===== config.mk =====
export PLATFORM = sky130hd
export DESIGN_NAME = uart_rx_ring_with_pending_read_top
export DESIGN_NICKNAME = d
export VERILOG_FILES = /design/src/hdl/rrx_pkg.sv /design/src/hdl/rrx_ram.sv /design/src/hdl/rrx_queue.sv /design/src/hdl/rrx_front.sv /design/src/hdl/rrx_back.sv /design/src/hdl/uart_rx_ring_with_pending_read_top.sv
export SDC_FILE = /design/constraint.sdc
export NUM_CORES = 2
export LEC_CHECK = 0
export ABC_AREA = 1
export BUFFER_PORTS_ARGS = -buffer_cell sky130_fd_sc_hd__buf_2
export CORE_MARGIN = 1.5
export CORE_UTILIZATION = 45
export DETAILED_ROUTE_END_ITERATION = 6
export GPL_TIMING_DRIVEN = 0
export RECOVER_POWER = 50
export SLEW_MARGIN = 20
export SYNTH_ARGS = -nofsm -noshare
export SYNTH_HDL_FRONTEND = slang
export SYNTH_SLANG_ARGS = --single-unit

===== constraint.sdc =====
create_clock -name clk -period 6.3 [get_ports clk]
set_input_delay 1.575 -clock clk [delete_from_list [all_inputs] [get_ports clk]]
set_output_delay 1.575 -clock clk [all_outputs]
set_load 0.1 [all_outputs]

===== src/hdl/rrx_pkg.sv =====
// ----------------------------------------------------------------------------
// rrx_pkg
// Shared types and constants for the receive ring with a held read request.
// ----------------------------------------------------------------------------
package rrx_pkg;

  localparam int RING_DEPTH_DEF = 256;
  localparam int MAX_READ_DEF   = 64;

  localparam int CMD_W  = 2;
  localparam int BYTE_W = 8;
  localparam int LEN_W  = 7;

  // Depth of the job queue between the command front and the drain back.
  localparam int JOB_Q_DEPTH = 4;

  typedef enum logic [CMD_W-1:0] {
    CMD_RX    = 2'd0,
    CMD_READ  = 2'd1,
    CMD_FLUSH = 2'd2,
    CMD_ABORT = 2'd3
  } cmd_t;

  typedef enum logic {
    BK_IDLE = 1'b0,
    BK_EMIT = 1'b1
  } back_state_t;

endpackage


===== src/hdl/rrx_ram.sv =====
// ----------------------------------------------------------------------------
// rrx_ram
// Generic single-write, single-read RAM with a registered read port.
// ----------------------------------------------------------------------------
module rrx_ram #(
  parameter int WIDTH = 8,
  parameter int DEPTH = 256
) (
  input  logic                     clk,
  input  logic                     we,
  input  logic [$clog2(DEPTH)-1:0] waddr,
  input  logic [WIDTH-1:0]         wdata,
  input  logic                     re,
  input  logic [$clog2(DEPTH)-1:0] raddr,
  output logic [WIDTH-1:0]         rdata
);

  logic [WIDTH-1:0] mem_r [DEPTH];
  logic [WIDTH-1:0] rdata_r;

  always_ff @(posedge clk) begin
    if (we) begin
      mem_r[waddr] <= wdata;
    end
    if (re) begin
      rdata_r <= mem_r[raddr];
    end
  end

  assign rdata = rdata_r;

endmodule


===== src/hdl/rrx_queue.sv =====
// ----------------------------------------------------------------------------
// rrx_queue
// Short register queue that carries drain and error jobs to the back end.
// ----------------------------------------------------------------------------
module rrx_queue #(
  parameter int WIDTH = 16,
  parameter int DEPTH = 4
) (
  input  logic             clk,
  input  logic             rst_n,
  input  logic             push,
  input  logic [WIDTH-1:0] push_data,
  input  logic             pop,
  output logic [WIDTH-1:0] head_data,
  output logic             not_empty,
  output logic             room
);

  localparam int PW = (DEPTH > 1) ? $clog2(DEPTH) : 1;
  localparam int CW = $clog2(DEPTH + 1);

  logic [WIDTH-1:0] mem_r [DEPTH];
  logic [PW-1:0]    wptr_r, wptr_nxt;
  logic [PW-1:0]    rptr_r, rptr_nxt;
  logic [CW-1:0]    count_r, count_nxt;

  always_comb begin
    wptr_nxt  = wptr_r;
    rptr_nxt  = rptr_r;
    count_nxt = count_r;
    if (push) begin
      wptr_nxt = (wptr_r == PW'(DEPTH - 1)) ? '0 : wptr_r + 1'b1;
    end
    if (pop) begin
      rptr_nxt = (rptr_r == PW'(DEPTH - 1)) ? '0 : rptr_r + 1'b1;
    end
    if (push && !pop) begin
      count_nxt = count_r + 1'b1;
    end else if (pop && !push) begin
      count_nxt = count_r - 1'b1;
    end
  end

  always_ff @(posedge clk) begin
    if (!rst_n) begin
      wptr_r  <= '0;
      rptr_r  <= '0;
      count_r <= '0;
    end else begin
      wptr_r  <= wptr_nxt;
      rptr_r  <= rptr_nxt;
      count_r <= count_nxt;
    end
  end

  always_ff @(posedge clk) begin
    if (push) begin
      mem_r[wptr_r] <= push_data;
    end
  end

  assign head_data = mem_r[rptr_r];
  assign not_empty = (count_r != '0);
  assign room      = (count_r < CW'(DEPTH));

  assert property (@(posedge clk) disable iff (!rst_n) push |-> count_r < CW'(DEPTH))
    else $error("job queue written while full");
  assert property (@(posedge clk) disable iff (!rst_n) pop |-> count_r != '0)
    else $error("job queue read while empty");
  assert property (@(posedge clk) disable iff (!rst_n)
                   (push && !pop) |=> count_r == $past(count_r) + 1'b1)
    else $error("job queue count lost a transfer");

endmodule


===== src/hdl/rrx_front.sv =====
// ----------------------------------------------------------------------------
// rrx_front
// Command front end: keeps the ring indices and the held read, writes
// received bytes, and hands drain or error jobs to the queue.
// ----------------------------------------------------------------------------
module rrx_front import rrx_pkg::*; #(
  parameter int RING_DEPTH = RING_DEPTH_DEF,
  parameter int MAX_READ   = MAX_READ_DEF
) (
  input  logic                                 clk,
  input  logic                                 rst_n,
  input  logic                                 in_valid,
  output logic                                 in_stall,
  input  logic [CMD_W-1:0]                     in_command,
  input  logic [BYTE_W-1:0]                    in_rx_byte,
  input  logic [LEN_W-1:0]                     in_read_length,
  input  logic                                 back_busy,
  input  logic                                 q_room,
  output logic                                 job_push,
  output logic [$clog2(RING_DEPTH)+LEN_W:0]    job_data,
  output logic                                 ram_we,
  output logic [$clog2(RING_DEPTH)-1:0]        ram_waddr,
  output logic [BYTE_W-1:0]                    ram_wdata
);

  localparam int IW   = $clog2(RING_DEPTH);
  localparam int CW   = IW + 1;
  localparam int CMPW = (CW > LEN_W) ? CW : LEN_W;
  localparam logic [LEN_W-1:0] MAX_LEN = LEN_W'(MAX_READ);

  logic [IW-1:0]    w_r, w_nxt;
  logic [IW-1:0]    r_r, r_nxt;
  logic             pend_r, pend_nxt;
  logic [LEN_W-1:0] plen_r, plen_nxt;

  cmd_t             cmd;
  logic             accept;
  logic [IW-1:0]    w_inc;
  logic [LEN_W-1:0] len_sat;
  logic [LEN_W-1:0] len_sel;
  logic [CMPW-1:0]  fill_now;
  logic [CMPW-1:0]  fill_rx;
  logic [CMPW:0]    r_sum;
  logic [IW-1:0]    r_adv;
  logic             job_err;

  // Number of buffered bytes between a write index and a read index.
  function automatic logic [CMPW-1:0] ring_fill(input logic [IW-1:0] wi,
                                                input logic [IW-1:0] ri);
    logic [CW-1:0] diff;
    if (wi >= ri) begin
      diff = {1'b0, wi} - {1'b0, ri};
    end else begin
      diff = {1'b0, wi} + CW'(RING_DEPTH) - {1'b0, ri};
    end
    return CMPW'(diff);
  endfunction

  always_comb begin
    cmd      = cmd_t'(in_command);
    // A stored byte must not land in a slot that an outstanding drain still reads.
    in_stall = !q_room || ((cmd == CMD_RX) && back_busy);
    accept   = in_valid && !in_stall;

    w_inc    = (w_r == IW'(RING_DEPTH - 1)) ? '0 : w_r + 1'b1;
    len_sat  = (in_read_length > MAX_LEN) ? MAX_LEN : in_read_length;
    len_sel  = (cmd == CMD_RX) ? plen_r : len_sat;
    fill_now = ring_fill(w_r, r_r);
    fill_rx  = ring_fill(w_inc, r_r);

    // The drained length never exceeds the fill, so one subtract wraps it.
    r_sum = {1'b0, CMPW'(r_r)} + (CMPW + 1)'(len_sel);
    if (r_sum >= (CMPW + 1)'(RING_DEPTH)) begin
      r_adv = IW'(r_sum - (CMPW + 1)'(RING_DEPTH));
    end else begin
      r_adv = IW'(r_sum);
    end

    w_nxt     = w_r;
    r_nxt     = r_r;
    pend_nxt  = pend_r;
    plen_nxt  = plen_r;
    job_push  = 1'b0;
    job_err   = 1'b0;
    ram_we    = 1'b0;
    ram_waddr = w_r;
    ram_wdata = in_rx_byte;

    if (accept) begin
      case (cmd)
        CMD_RX: begin
          ram_we = 1'b1;
          if (w_inc == r_r) begin
            // Overflow: the ring empties and a held read fails.
            w_nxt = '0;
            r_nxt = '0;
            if (pend_r) begin
              job_push = 1'b1;
              job_err  = 1'b1;
              pend_nxt = 1'b0;
              plen_nxt = '0;
            end
          end else begin
            w_nxt = w_inc;
            if (pend_r && plen_r != '0 && fill_rx >= CMPW'(plen_r)) begin
              job_push = 1'b1;
              r_nxt    = r_adv;
              pend_nxt = 1'b0;
              plen_nxt = '0;
            end
          end
        end
        CMD_READ: begin
          if (in_read_length != '0) begin
            if (fill_now >= CMPW'(len_sat)) begin
              job_push = 1'b1;
              r_nxt    = r_adv;
            end else begin
              pend_nxt = 1'b1;
              plen_nxt = len_sat;
            end
          end
        end
        CMD_FLUSH: begin
          r_nxt = w_r;
        end
        CMD_ABORT: begin
          w_nxt = '0;
          r_nxt = '0;
          if (pend_r) begin
            job_push = 1'b1;
            job_err  = 1'b1;
            pend_nxt = 1'b0;
            plen_nxt = '0;
          end
        end
        default: begin
          w_nxt = w_r;
        end
      endcase
    end

    job_data = {job_err, r_r, len_sel};
  end

  always_ff @(posedge clk) begin
    if (!rst_n) begin
      w_r    <= '0;
      r_r    <= '0;
      pend_r <= 1'b0;
      plen_r <= '0;
    end else begin
      w_r    <= w_nxt;
      r_r    <= r_nxt;
      pend_r <= pend_nxt;
      plen_r <= plen_nxt;
    end
  end

  assert property (@(posedge clk) disable iff (!rst_n)
                   pend_r |-> (plen_r != '0) && (plen_r <= MAX_LEN))
    else $error("held read has an out-of-range length");
  assert property (@(posedge clk) disable iff (!rst_n) ram_we |-> !back_busy)
    else $error("ring written while a drain is outstanding");
  assert property (@(posedge clk) disable iff (!rst_n)
                   (job_push && !job_err) |-> (len_sel != '0) && (len_sel <= MAX_LEN))
    else $error("drain job with an illegal length");

endmodule


===== src/hdl/rrx_back.sv =====
// ----------------------------------------------------------------------------
// rrx_back
// Drain back end: takes jobs from the queue, reads the ring byte by byte and
// presents results through an output register.
// ----------------------------------------------------------------------------
module rrx_back import rrx_pkg::*; #(
  parameter int RING_DEPTH = RING_DEPTH_DEF
) (
  input  logic                                 clk,
  input  logic                                 rst_n,
  input  logic                                 q_valid,
  input  logic [$clog2(RING_DEPTH)+LEN_W:0]    q_data,
  output logic                                 q_pop,
  output logic                                 busy,
  output logic                                 ram_re,
  output logic [$clog2(RING_DEPTH)-1:0]        ram_raddr,
  input  logic [BYTE_W-1:0]                    ram_rdata,
  output logic                                 out_valid,
  input  logic                                 out_stall,
  output logic [BYTE_W-1:0]                    out_data_byte,
  output logic                                 out_status,
  output logic                                 out_last
);

  localparam int IW = $clog2(RING_DEPTH);

  back_state_t      state_r, state_nxt;
  logic [IW-1:0]    addr_r, addr_nxt;
  logic [LEN_W-1:0] rem_r, rem_nxt;
  logic             out_valid_r, out_valid_nxt;
  logic [BYTE_W-1:0] out_data_r, out_data_nxt;
  logic             out_status_r, out_status_nxt;
  logic             out_last_r, out_last_nxt;

  logic             job_err;
  logic [IW-1:0]    job_start;
  logic [LEN_W-1:0] job_len;
  logic             out_free;

  function automatic logic [IW-1:0] ring_inc(input logic [IW-1:0] a);
    return (a == IW'(RING_DEPTH - 1)) ? '0 : a + 1'b1;
  endfunction

  assign job_err   = q_data[IW+LEN_W];
  assign job_start = q_data[IW+LEN_W-1:LEN_W];
  assign job_len   = q_data[LEN_W-1:0];
  assign out_free  = !out_valid_r || !out_stall;
  assign busy      = (state_r != BK_IDLE) || q_valid;

  always_comb begin
    state_nxt      = state_r;
    addr_nxt       = addr_r;
    rem_nxt        = rem_r;
    out_valid_nxt  = out_valid_r && out_stall;
    out_data_nxt   = out_data_r;
    out_status_nxt = out_status_r;
    out_last_nxt   = out_last_r;
    q_pop          = 1'b0;
    ram_re         = 1'b0;
    ram_raddr      = addr_r;

    case (state_r)
      BK_IDLE: begin
        if (q_valid && out_free) begin
          q_pop = 1'b1;
          if (job_err) begin
            out_valid_nxt  = 1'b1;
            out_data_nxt   = '0;
            out_status_nxt = 1'b1;
            out_last_nxt   = 1'b1;
          end else begin
            ram_re    = 1'b1;
            ram_raddr = job_start;
            addr_nxt  = ring_inc(job_start);
            rem_nxt   = job_len;
            state_nxt = BK_EMIT;
          end
        end
      end
      BK_EMIT: begin
        // The read data stays put until the next read is issued.
        if (out_free) begin
          out_valid_nxt  = 1'b1;
          out_data_nxt   = ram_rdata;
          out_status_nxt = 1'b0;
          out_last_nxt   = (rem_r == LEN_W'(1));
          if (rem_r == LEN_W'(1)) begin
            rem_nxt   = '0;
            state_nxt = BK_IDLE;
          end else begin
            ram_re   = 1'b1;
            addr_nxt = ring_inc(addr_r);
            rem_nxt  = rem_r - 1'b1;
          end
        end
      end
      default: begin
        state_nxt = BK_IDLE;
      end
    endcase
  end

  always_ff @(posedge clk) begin
    if (!rst_n) begin
      state_r     <= BK_IDLE;
      rem_r       <= '0;
      out_valid_r <= 1'b0;
    end else begin
      state_r     <= state_nxt;
      rem_r       <= rem_nxt;
      out_valid_r <= out_valid_nxt;
    end
  end

  always_ff @(posedge clk) begin
    addr_r       <= addr_nxt;
    out_data_r   <= out_data_nxt;
    out_status_r <= out_status_nxt;
    out_last_r   <= out_last_nxt;
  end

  assign out_valid     = out_valid_r;
  assign out_data_byte = out_data_r;
  assign out_status    = out_status_r;
  assign out_last      = out_last_r;

  assert property (@(posedge clk) disable iff (!rst_n)
                   (out_valid_r && out_status_r) |-> (out_data_r == '0) && out_last_r)
    else $error("error result without zero data and last");
  assert property (@(posedge clk) disable iff (!rst_n)
                   (state_r == BK_EMIT) |-> (rem_r != '0))
    else $error("drain running with no bytes left");
  assert property (@(posedge clk) disable iff (!rst_n)
                   q_pop |-> (state_r == BK_IDLE))
    else $error("job taken while a drain is running");

endmodule


===== src/hdl/uart_rx_ring_with_pending_read_top.sv =====
// ----------------------------------------------------------------------------
// uart_rx_ring_with_pending_read_top
// Receive ring buffer with a held threshold read, flush and abort.
// ----------------------------------------------------------------------------
//
//   Channel  Direction  Handshake          Payload
//   in_      input      in_valid/in_stall  command, rx_byte, read_length
//   out_     output     out_valid/out_stall data_byte, status, last
//
// A command is taken each cycle while the job queue has room; a received
// byte is held off while a drain or error job is still outstanding.
// A drain of N bytes passes the job queue and the registered read port of the
// ring RAM, then gives one byte per cycle while the result side does not stall.
// An error result passes the job queue and the output register.
// Reset clears the indices and the held read; the ring RAM is not cleared.
// A stall on the result side holds the output register and backs up the queue.
// ----------------------------------------------------------------------------
module uart_rx_ring_with_pending_read_top import rrx_pkg::*; #(
  parameter int RING_DEPTH = RING_DEPTH_DEF,
  parameter int MAX_READ   = MAX_READ_DEF
) (
  input  logic              clk,
  input  logic              rst_n,
  input  logic              in_valid,
  output logic              in_stall,
  input  logic [CMD_W-1:0]  in_command,
  input  logic [BYTE_W-1:0] in_rx_byte,
  input  logic [LEN_W-1:0]  in_read_length,
  output logic              out_valid,
  input  logic              out_stall,
  output logic [BYTE_W-1:0] out_data_byte,
  output logic              out_status,
  output logic              out_last
);

  localparam int IW    = $clog2(RING_DEPTH);
  localparam int JOB_W = 1 + IW + LEN_W;

  logic              back_busy;
  logic              q_room;
  logic              q_valid;
  logic              job_push;
  logic              job_pop;
  logic [JOB_W-1:0]  job_in;
  logic [JOB_W-1:0]  job_out;
  logic              ram_we;
  logic [IW-1:0]     ram_waddr;
  logic [BYTE_W-1:0] ram_wdata;
  logic              ram_re;
  logic [IW-1:0]     ram_raddr;
  logic [BYTE_W-1:0] ram_rdata;

  rrx_front #(
    .RING_DEPTH (RING_DEPTH),
    .MAX_READ   (MAX_READ)
  ) u_front (
    .clk            (clk),
    .rst_n          (rst_n),
    .in_valid       (in_valid),
    .in_stall       (in_stall),
    .in_command     (in_command),
    .in_rx_byte     (in_rx_byte),
    .in_read_length (in_read_length),
    .back_busy      (back_busy),
    .q_room         (q_room),
    .job_push       (job_push),
    .job_data       (job_in),
    .ram_we         (ram_we),
    .ram_waddr      (ram_waddr),
    .ram_wdata      (ram_wdata)
  );

  rrx_queue #(
    .WIDTH (JOB_W),
    .DEPTH (JOB_Q_DEPTH)
  ) u_queue (
    .clk       (clk),
    .rst_n     (rst_n),
    .push      (job_push),
    .push_data (job_in),
    .pop       (job_pop),
    .head_data (job_out),
    .not_empty (q_valid),
    .room      (q_room)
  );

  rrx_ram #(
    .WIDTH (BYTE_W),
    .DEPTH (RING_DEPTH)
  ) u_ring (
    .clk   (clk),
    .we    (ram_we),
    .waddr (ram_waddr),
    .wdata (ram_wdata),
    .re    (ram_re),
    .raddr (ram_raddr),
    .rdata (ram_rdata)
  );

  rrx_back #(
    .RING_DEPTH (RING_DEPTH)
  ) u_back (
    .clk           (clk),
    .rst_n         (rst_n),
    .q_valid       (q_valid),
    .q_data        (job_out),
    .q_pop         (job_pop),
    .busy          (back_busy),
    .ram_re        (ram_re),
    .ram_raddr     (ram_raddr),
    .ram_rdata     (ram_rdata),
    .out_valid     (out_valid),
    .out_stall     (out_stall),
    .out_data_byte (out_data_byte),
    .out_status    (out_status),
    .out_last      (out_last)
  );

endmodule


* Word level (Yosys, flattened, before mapping)
Memories as Yosys holds them, arrays and structs flattened. A register that Yosys moved wholly into a read port is not among the register bits.
Index checks and enable logic that the tools add are counted.
** Storage, ports and cells
- Register bits :: 58
- Memory bits (writable) :: 2112
- Input bits :: 21
- Output and inout bits :: 12
- Logic and storage cells :: 173
- Memories kept :: 2
** Memories
- u_ring.mem_r :: depth 256, bits a word 8, read ports 1, clocked after Yosys merged registers in 1, wr ports 1, RTL line rrx_ram.sv:18 : logic [WIDTH-1:0] mem_r [DEPTH];
- u_queue.mem_r :: depth 4, bits a word 16, read ports 1, clocked after Yosys merged registers in 1, wr ports 1, RTL line rrx_queue.sv:22 : logic [WIDTH-1:0] mem_r [DEPTH];
** Cells by class
- $add $sub $neg :: 16
- Order comparisons :: 7
- Equality and inequality tests :: 19
- Muxes and demuxes :: 84
- Bitwise operators :: 1
- Reduce and logical (&&, ||, !) cells :: 30
** Operators by type and width (count)
- $mux 8 :: 19
- $mux 7 :: 11
- $pmux 8 s2 :: 3
- $mux 1 :: 32
- $pmux 8 s4 :: 1
- $add 8x1->8 const B :: 3
- $eq 8x8->1 const B :: 3
- $pmux 7 s3 :: 1
- $add 8x9->9 const B :: 2
- $ge 9x7->1 :: 2
- $mux 9 :: 2
- $sub 8x8->9 :: 2
- $sub 9x8->9 :: 2
- $ge 8x8->1 :: 2
- $pmux 7 s2 :: 1
- $reduce_bool 7->1 :: 2
- $pmux 1 s2 :: 6
- $ne 2x2->1 const B :: 5
- $add 8x7->9 :: 1
- $ge 9x9->1 const B :: 1
- $eq 2x2->1 const B :: 4
- $eq 8x8->1 :: 1
- $logic_and 1x1->1 :: 8
- $mux 2 :: 4
- 23 further kinds :: 39

* Longest topological paths before layout
- Depth in word-level cells :: 15
- Gate-level depth with buffers :: 31
- Gate-level depth less buffers :: 31

* By module
From an unflattened synthesis, not the netlist that was laid out.
** Unflattened totals
- Cell total of the unflattened synthesis :: 7905
- Area, all modules :: 90969.7 µm²
** Modules (own cells, without submodules)
- rrx_ram :: instances 1, cells each 7003, area each 83476.3 µm², seq. area each 61739.2 µm²
- rrx_front :: instances 1, cells each 456, area each 2994.1 µm², seq. area each 480.5 µm²
- rrx_queue :: instances 1, cells each 213, area each 2807.7 µm², seq. area each 2102.0 µm²
- rrx_back :: instances 1, cells each 233, area each 1691.6 µm², seq. area each 720.7 µm²

* Worst setup path before layout
OpenSTA, ideal clock, no wires.
- Path type :: input -> register
- Start point :: input in_read_length[1]
- End point :: register u_queue.count_r[1]
- Setup time :: 0.120 ns
- Data arrival time :: 4.249 ns
- Required time :: 6.180 ns
- Setup slack :: 1.931 ns
- Cell stages on the path :: 23
- Path buffers :: 0
- Cell sequence :: nor2_1 -> nand3_1 -> nand2_1 -> nand2_1 -> ha_1 -> a21oi_1 -> nor2_1 -> nor2_1 -> nand2_1 -> o21bai_1 -> nand2_1 -> a211oi_1 -> nand2_1 -> nand2_1 -> o21a_1 -> nand2_1 -> nand2_1 -> inv_1 -> ha_1 -> inv_1 -> fa_1 -> o21ai_0 -> a21oi_1
** Between the ends
- Elaborated cells on any way between the ends :: 13
- Classes of those cells :: 2 x order compare; 6 x mux; 5 x reduce/logical
** RTL lines
- from (decl) :: RTL line uart_rx_ring_with_pending_read_top.sv:28 : input logic [LEN_W-1:0] in_read_length,
- $gt 7x7->1 :: RTL line rrx_front.sv:66 : len_sat = (in_read_length > MAX_LEN) ? MAX_LEN : in_read_length;
- $mux 7 :: RTL line rrx_front.sv:66
- $ge 9x7->1 :: RTL line rrx_front.sv:115 : if (fill_now >= CMPW'(len_sat)) begin
- $mux 1 :: RTL line rrx_front.sv:115
- $mux 1 (*) :: RTL line rrx_front.sv:114 : if (in_read_length != '0) begin
- $pmux 1 s3 (*) :: RTL line rrx_front.sv:90 : case (cmd)
- $mux 1 (*) :: RTL line rrx_front.sv:89 : if (accept) begin
- named net job_push :: RTL line uart_rx_ring_with_pending_read_top.sv:42 : logic job_push;
- $logic_and 1x1->1 (*) :: RTL line rrx_queue.sv:37 : if (push && !pop) begin
- $mux 3 (*) :: RTL line rrx_queue.sv:37
- named net u_queue.count_nxt[1] :: RTL line rrx_queue.sv:25 : logic [CW-1:0] count_r, count_nxt;
- to (signal assigned) :: RTL line rrx_queue.sv:52 : count_r <= count_nxt;
- to (decl) :: RTL line rrx_queue.sv:25
The timed path passes the listed nets; every way through them passes the cells marked *.
A chain may end at the register's enable or synchronous reset.

* Worst setup path in the final report
- Start point :: input out_stall
- End point :: register u_ring.rdata_r[0] (netlist: u_ring.rdata[0]) (read register of u_ring.mem_r), data pin
** Between the ends
- Cells in the longest elaborated chain, start to end :: 5
- Elaborated cells on any way between the ends :: 8
- Classes of those cells :: 5 x mux; 3 x reduce/logical
** Ends and longest elaborated chain
- from (decl) :: RTL line uart_rx_ring_with_pending_read_top.sv:30 : input logic out_stall,
- $logic_not 1->1 (*) :: RTL line rrx_back.sv:47 : assign out_free = !out_valid_r || !out_stall;
- $logic_or 1x1->1 (*) :: RTL line rrx_back.sv:47
- $logic_and 1x1->1 :: RTL line rrx_back.sv:64 : if (q_valid && out_free) begin
- $mux 1 / $mux 8 (equally long branches) :: RTL line rrx_back.sv:64
- $pmux 1 s2 / $mux 8 (equally long branches) :: RTL line rrx_back.sv:62 : case (state_r)
- to (decl) :: RTL line rrx_ram.sv:19 : logic [WIDTH-1:0] rdata_r;
Mark *: on every way between the ends. The rest lies on a longest branch, timed or not.

==> impl_metrics.tcl <==
set metrics [dict create \
    outcome "finished, violations left" \
    violations "design-rule violations, max-capacitance violations, max-slew violations" \
    drive_gt1_share_pct 13.2 \
    setup_violations 0 \
    wirelength_um 457000 \
    ys_types 55 \
    worstPathRequired_ns 6.94 \
    maxSlewHeadroom_pct -240 \
    path_cells "buf_2, nand2_1, nand2_1, nor2_1, nand2_2, inv_1, nand2_1, o21ai_1, buf_2, buf_1, o211ai_1, nand3_1, nand3_1, nand3_1, nand3_1, nand3_1, nand2_1" \
    dr.pass1.iters 7 \
    synth_edf_count 2138 \
    hold_viol_final 0 \
    period_needed_ns 6.22 \
    yosysTopAreaCell "edfxtp_1" \
    ys_seq_elements 2180 \
    syn_avg_cell_area_um2 11.8 \
    clockRootBuffer "clkbuf_16" \
    skew_ns 0.0776 \
    portBuffers 32 \
    die_x_um 457 \
    cts_tree "yes" \
    area_delta_synth_final_pct 14.2 \
    critPathKind "in2reg" \
    min_path_type "reg2reg" \
    crit_family "simple AND/OR/NAND/NOR gates" \
    cp.arrival_ns 6.85 \
    finalWeightedCongestion 1.09 \
    core_um2 205000 \
    initial_core_util_pct 45.3 \
    track_usage_pct 43.0 \
    syn_area_um2 92600 \
    syn-num-nets 7900 \
    worstSetupStartpointType "input port" \
    ys_async_sr_fraction_pct 0 \
    fin_cells 11129 \
    cts_buffers 230 \
    row_count 166 \
    grt_max_degree 121 \
    ant_nets 0 \
    rsz0062_at_grt "false" \
    ys_seq_area_share_pct 70.2 \
    dp_hpwl_um 318000 \
    ys_top_cells_by_area "edfxtp_1, o211ai_1, nand2_1" \
    tightest_slew_ns 5.10 \
    viasPerCell 6.54 \
    fmax_mhz 161 \
    clock_path_buffers 3 \
    synthTopCellsByCount "edfxtp_1, nand2_1, nand3_1, inv_1, o211ai_1" \
    slowest_delay_ns 0.93 \
    vias 72789 \
    grt_pass1_vias 65389 \
    die_h_um 457 \
    yosysWarningCount 0 \
    cts.sinks 2180 \
    netlist.area_leader.share_pct 69.3 \
    gr-total-overflow 0 \
    insertion_delay_ns 0.96 \
    drtIter0Drc 13668 \
    maxCapViolCount 18 \
    grt_pass1_wl_um 591000 \
    final_nets 8269 \
    end_kind "register" \
    htree_levels 4 \
    clk_pin_slew_ns 0.06 \
    cpMostUsedCell "nand3_1" \
    cpMaxStageDelayCell "buf_1" \
    period_share_pct 98.7 \
    finalMaxSlewViolations 1546 \
    synth_most_common_cell "edfxtp_1" \
    critPathMaxFanout 10 \
    antenna_found_initial 63 \
    wire_per_inst_um 41.1 \
    dp_cells 10647 \
    fp.dieArea_um2 209000 \
    ys.flop_type "edfxtp_1" \
    boundaryPins 33 \
    post-route-drc-count 3 \
    path_buf_inv 4 \
    syn_inst 7822 \
    post_cts_buffers 0 \
]
==> flip-flops by register name (all words and copies together), names as in the netlist, 2 cells and up, named ones only <==
register and cells:
u_queue.wptr_r 2, u_queue.rptr_r 2, u_back.addr_r 8, u_ring.mem_r 2048
u_queue.count_r 3, u_queue.mem_r 64, u_front.plen_r 7, u_back.out_data_byte 8
u_back.rem_r 7, u_front.r_r 8, u_ring.rdata 8, u_front.ram_waddr 8
==> metrics by stage <==
step           instance area [µm²]  TNS (ns)  worst slack [ns]  utilization [%]  hold WS, ns
2_1_floorplan                92600         0              1.93                -        0.451
3_3_place_gp                 96200   -423.22             -1.15             47.0        0.472
3_5_place_dp                 98600    -0.487            -0.201             48.2        0.479
4_1_cts                     106000         0             0.412             51.8        0.487
5_1_grt                     106000         0             0.161             51.6        0.497
6_report                    106000         0            0.0849             51.7        0.491
==> tightest hold or removal path, cell delays in order, from the launching register on <==
cell     delay, ns
dfxtp_1       0.33
inv_1         0.06
a21oi_1       0.05
==> cells in the final DEF (no fill, tap or decap), drive strengths merged, types with 7 or more instances in the layout <==
cell / count
o211ai: 826
diode: 48
xnor2: 8
nand4: 16
o21ai: 115
buf: 477
clkinv: 119
nor3: 18
or2: 88
ha: 53
nand3: 1120
bufinv: 13
clkbuf: 455
inv: 839
nor2: 395
xor2: 18
dfxtp: 42
clkinvlp: 7
o22ai: 15
edfxtp: 2138
o221ai: 7
nand2: 1520
a21oi: 54
==> cell families (layout without fill, tap and decap cells) <==
family | Yosys count | in the layout | share of synthesized area (%)
other | 0 | 48 | 0
xor gates and xnor gates | 26 | 26 | 0.246
AOI/OAI and AO/OA | 1052 | 1052 | 8.10
and+or+nand+nor | 3167 | 3167 | 14.7
adders and majority gates | 57 | 57 | 0.802
buffers and inverters | 1340 | 1911 | 5.90
DFF | 2180 | 2180 | 70.2
==> worst paths after layout <==
kind / from / to / slack (ns) / cells after the start
setup reg to reg: register / u_ring.rdata[0] / 0.25 / 15
setup / recovery: out_stall / u_ring.rdata[0] / 0.08 / 17
hold reg to reg: u_queue.count_r[1] / u_queue.count_r[1] / 0.49 / 2
hold / removal: u_queue.count_r[1] / u_queue.count_r[1] / 0.49 / 2
==> final cells by class <==
class / instances / area, µm²
clock inverters: 139 / 1280
multi-input cells: 4302 / 22700
clock buffers: 295 / 6040
diodes: 48 / 120
repair buffers: 137 / 1630
fillers: 17795 / 98800
inverters: 839 / 3150
plain buffers: 501 / 2400
flip-flops and latches: 2180 / 65000
well taps: 2688 / 3360
==> what timing repair did <==
item / 4_1_cts / 5_1_grt
endpoints found under the setup margin: 0 / 1
hold buffers: 0 / 0
gates resized for setup: 0 / 1
==> layer usage <==
| layer | GRT usage, % | vias to the layer above | part of all wire [%] |
|---|---|---|---|
| li1 | - | 28718 | - |
| met1 | 51.6 | 35680 | 34 |
| met2 | 59.7 | 6580 | 41 |
| met3 | 20.0 | 1770 | 16 |
| met4 | 32.6 | 41 | 9.2 |
| met5 | 0.987 | - | 0.11 |
Power is not shown: default switching activity piles up to over one toggle a cycle in this logic, so the estimate is an artifact.
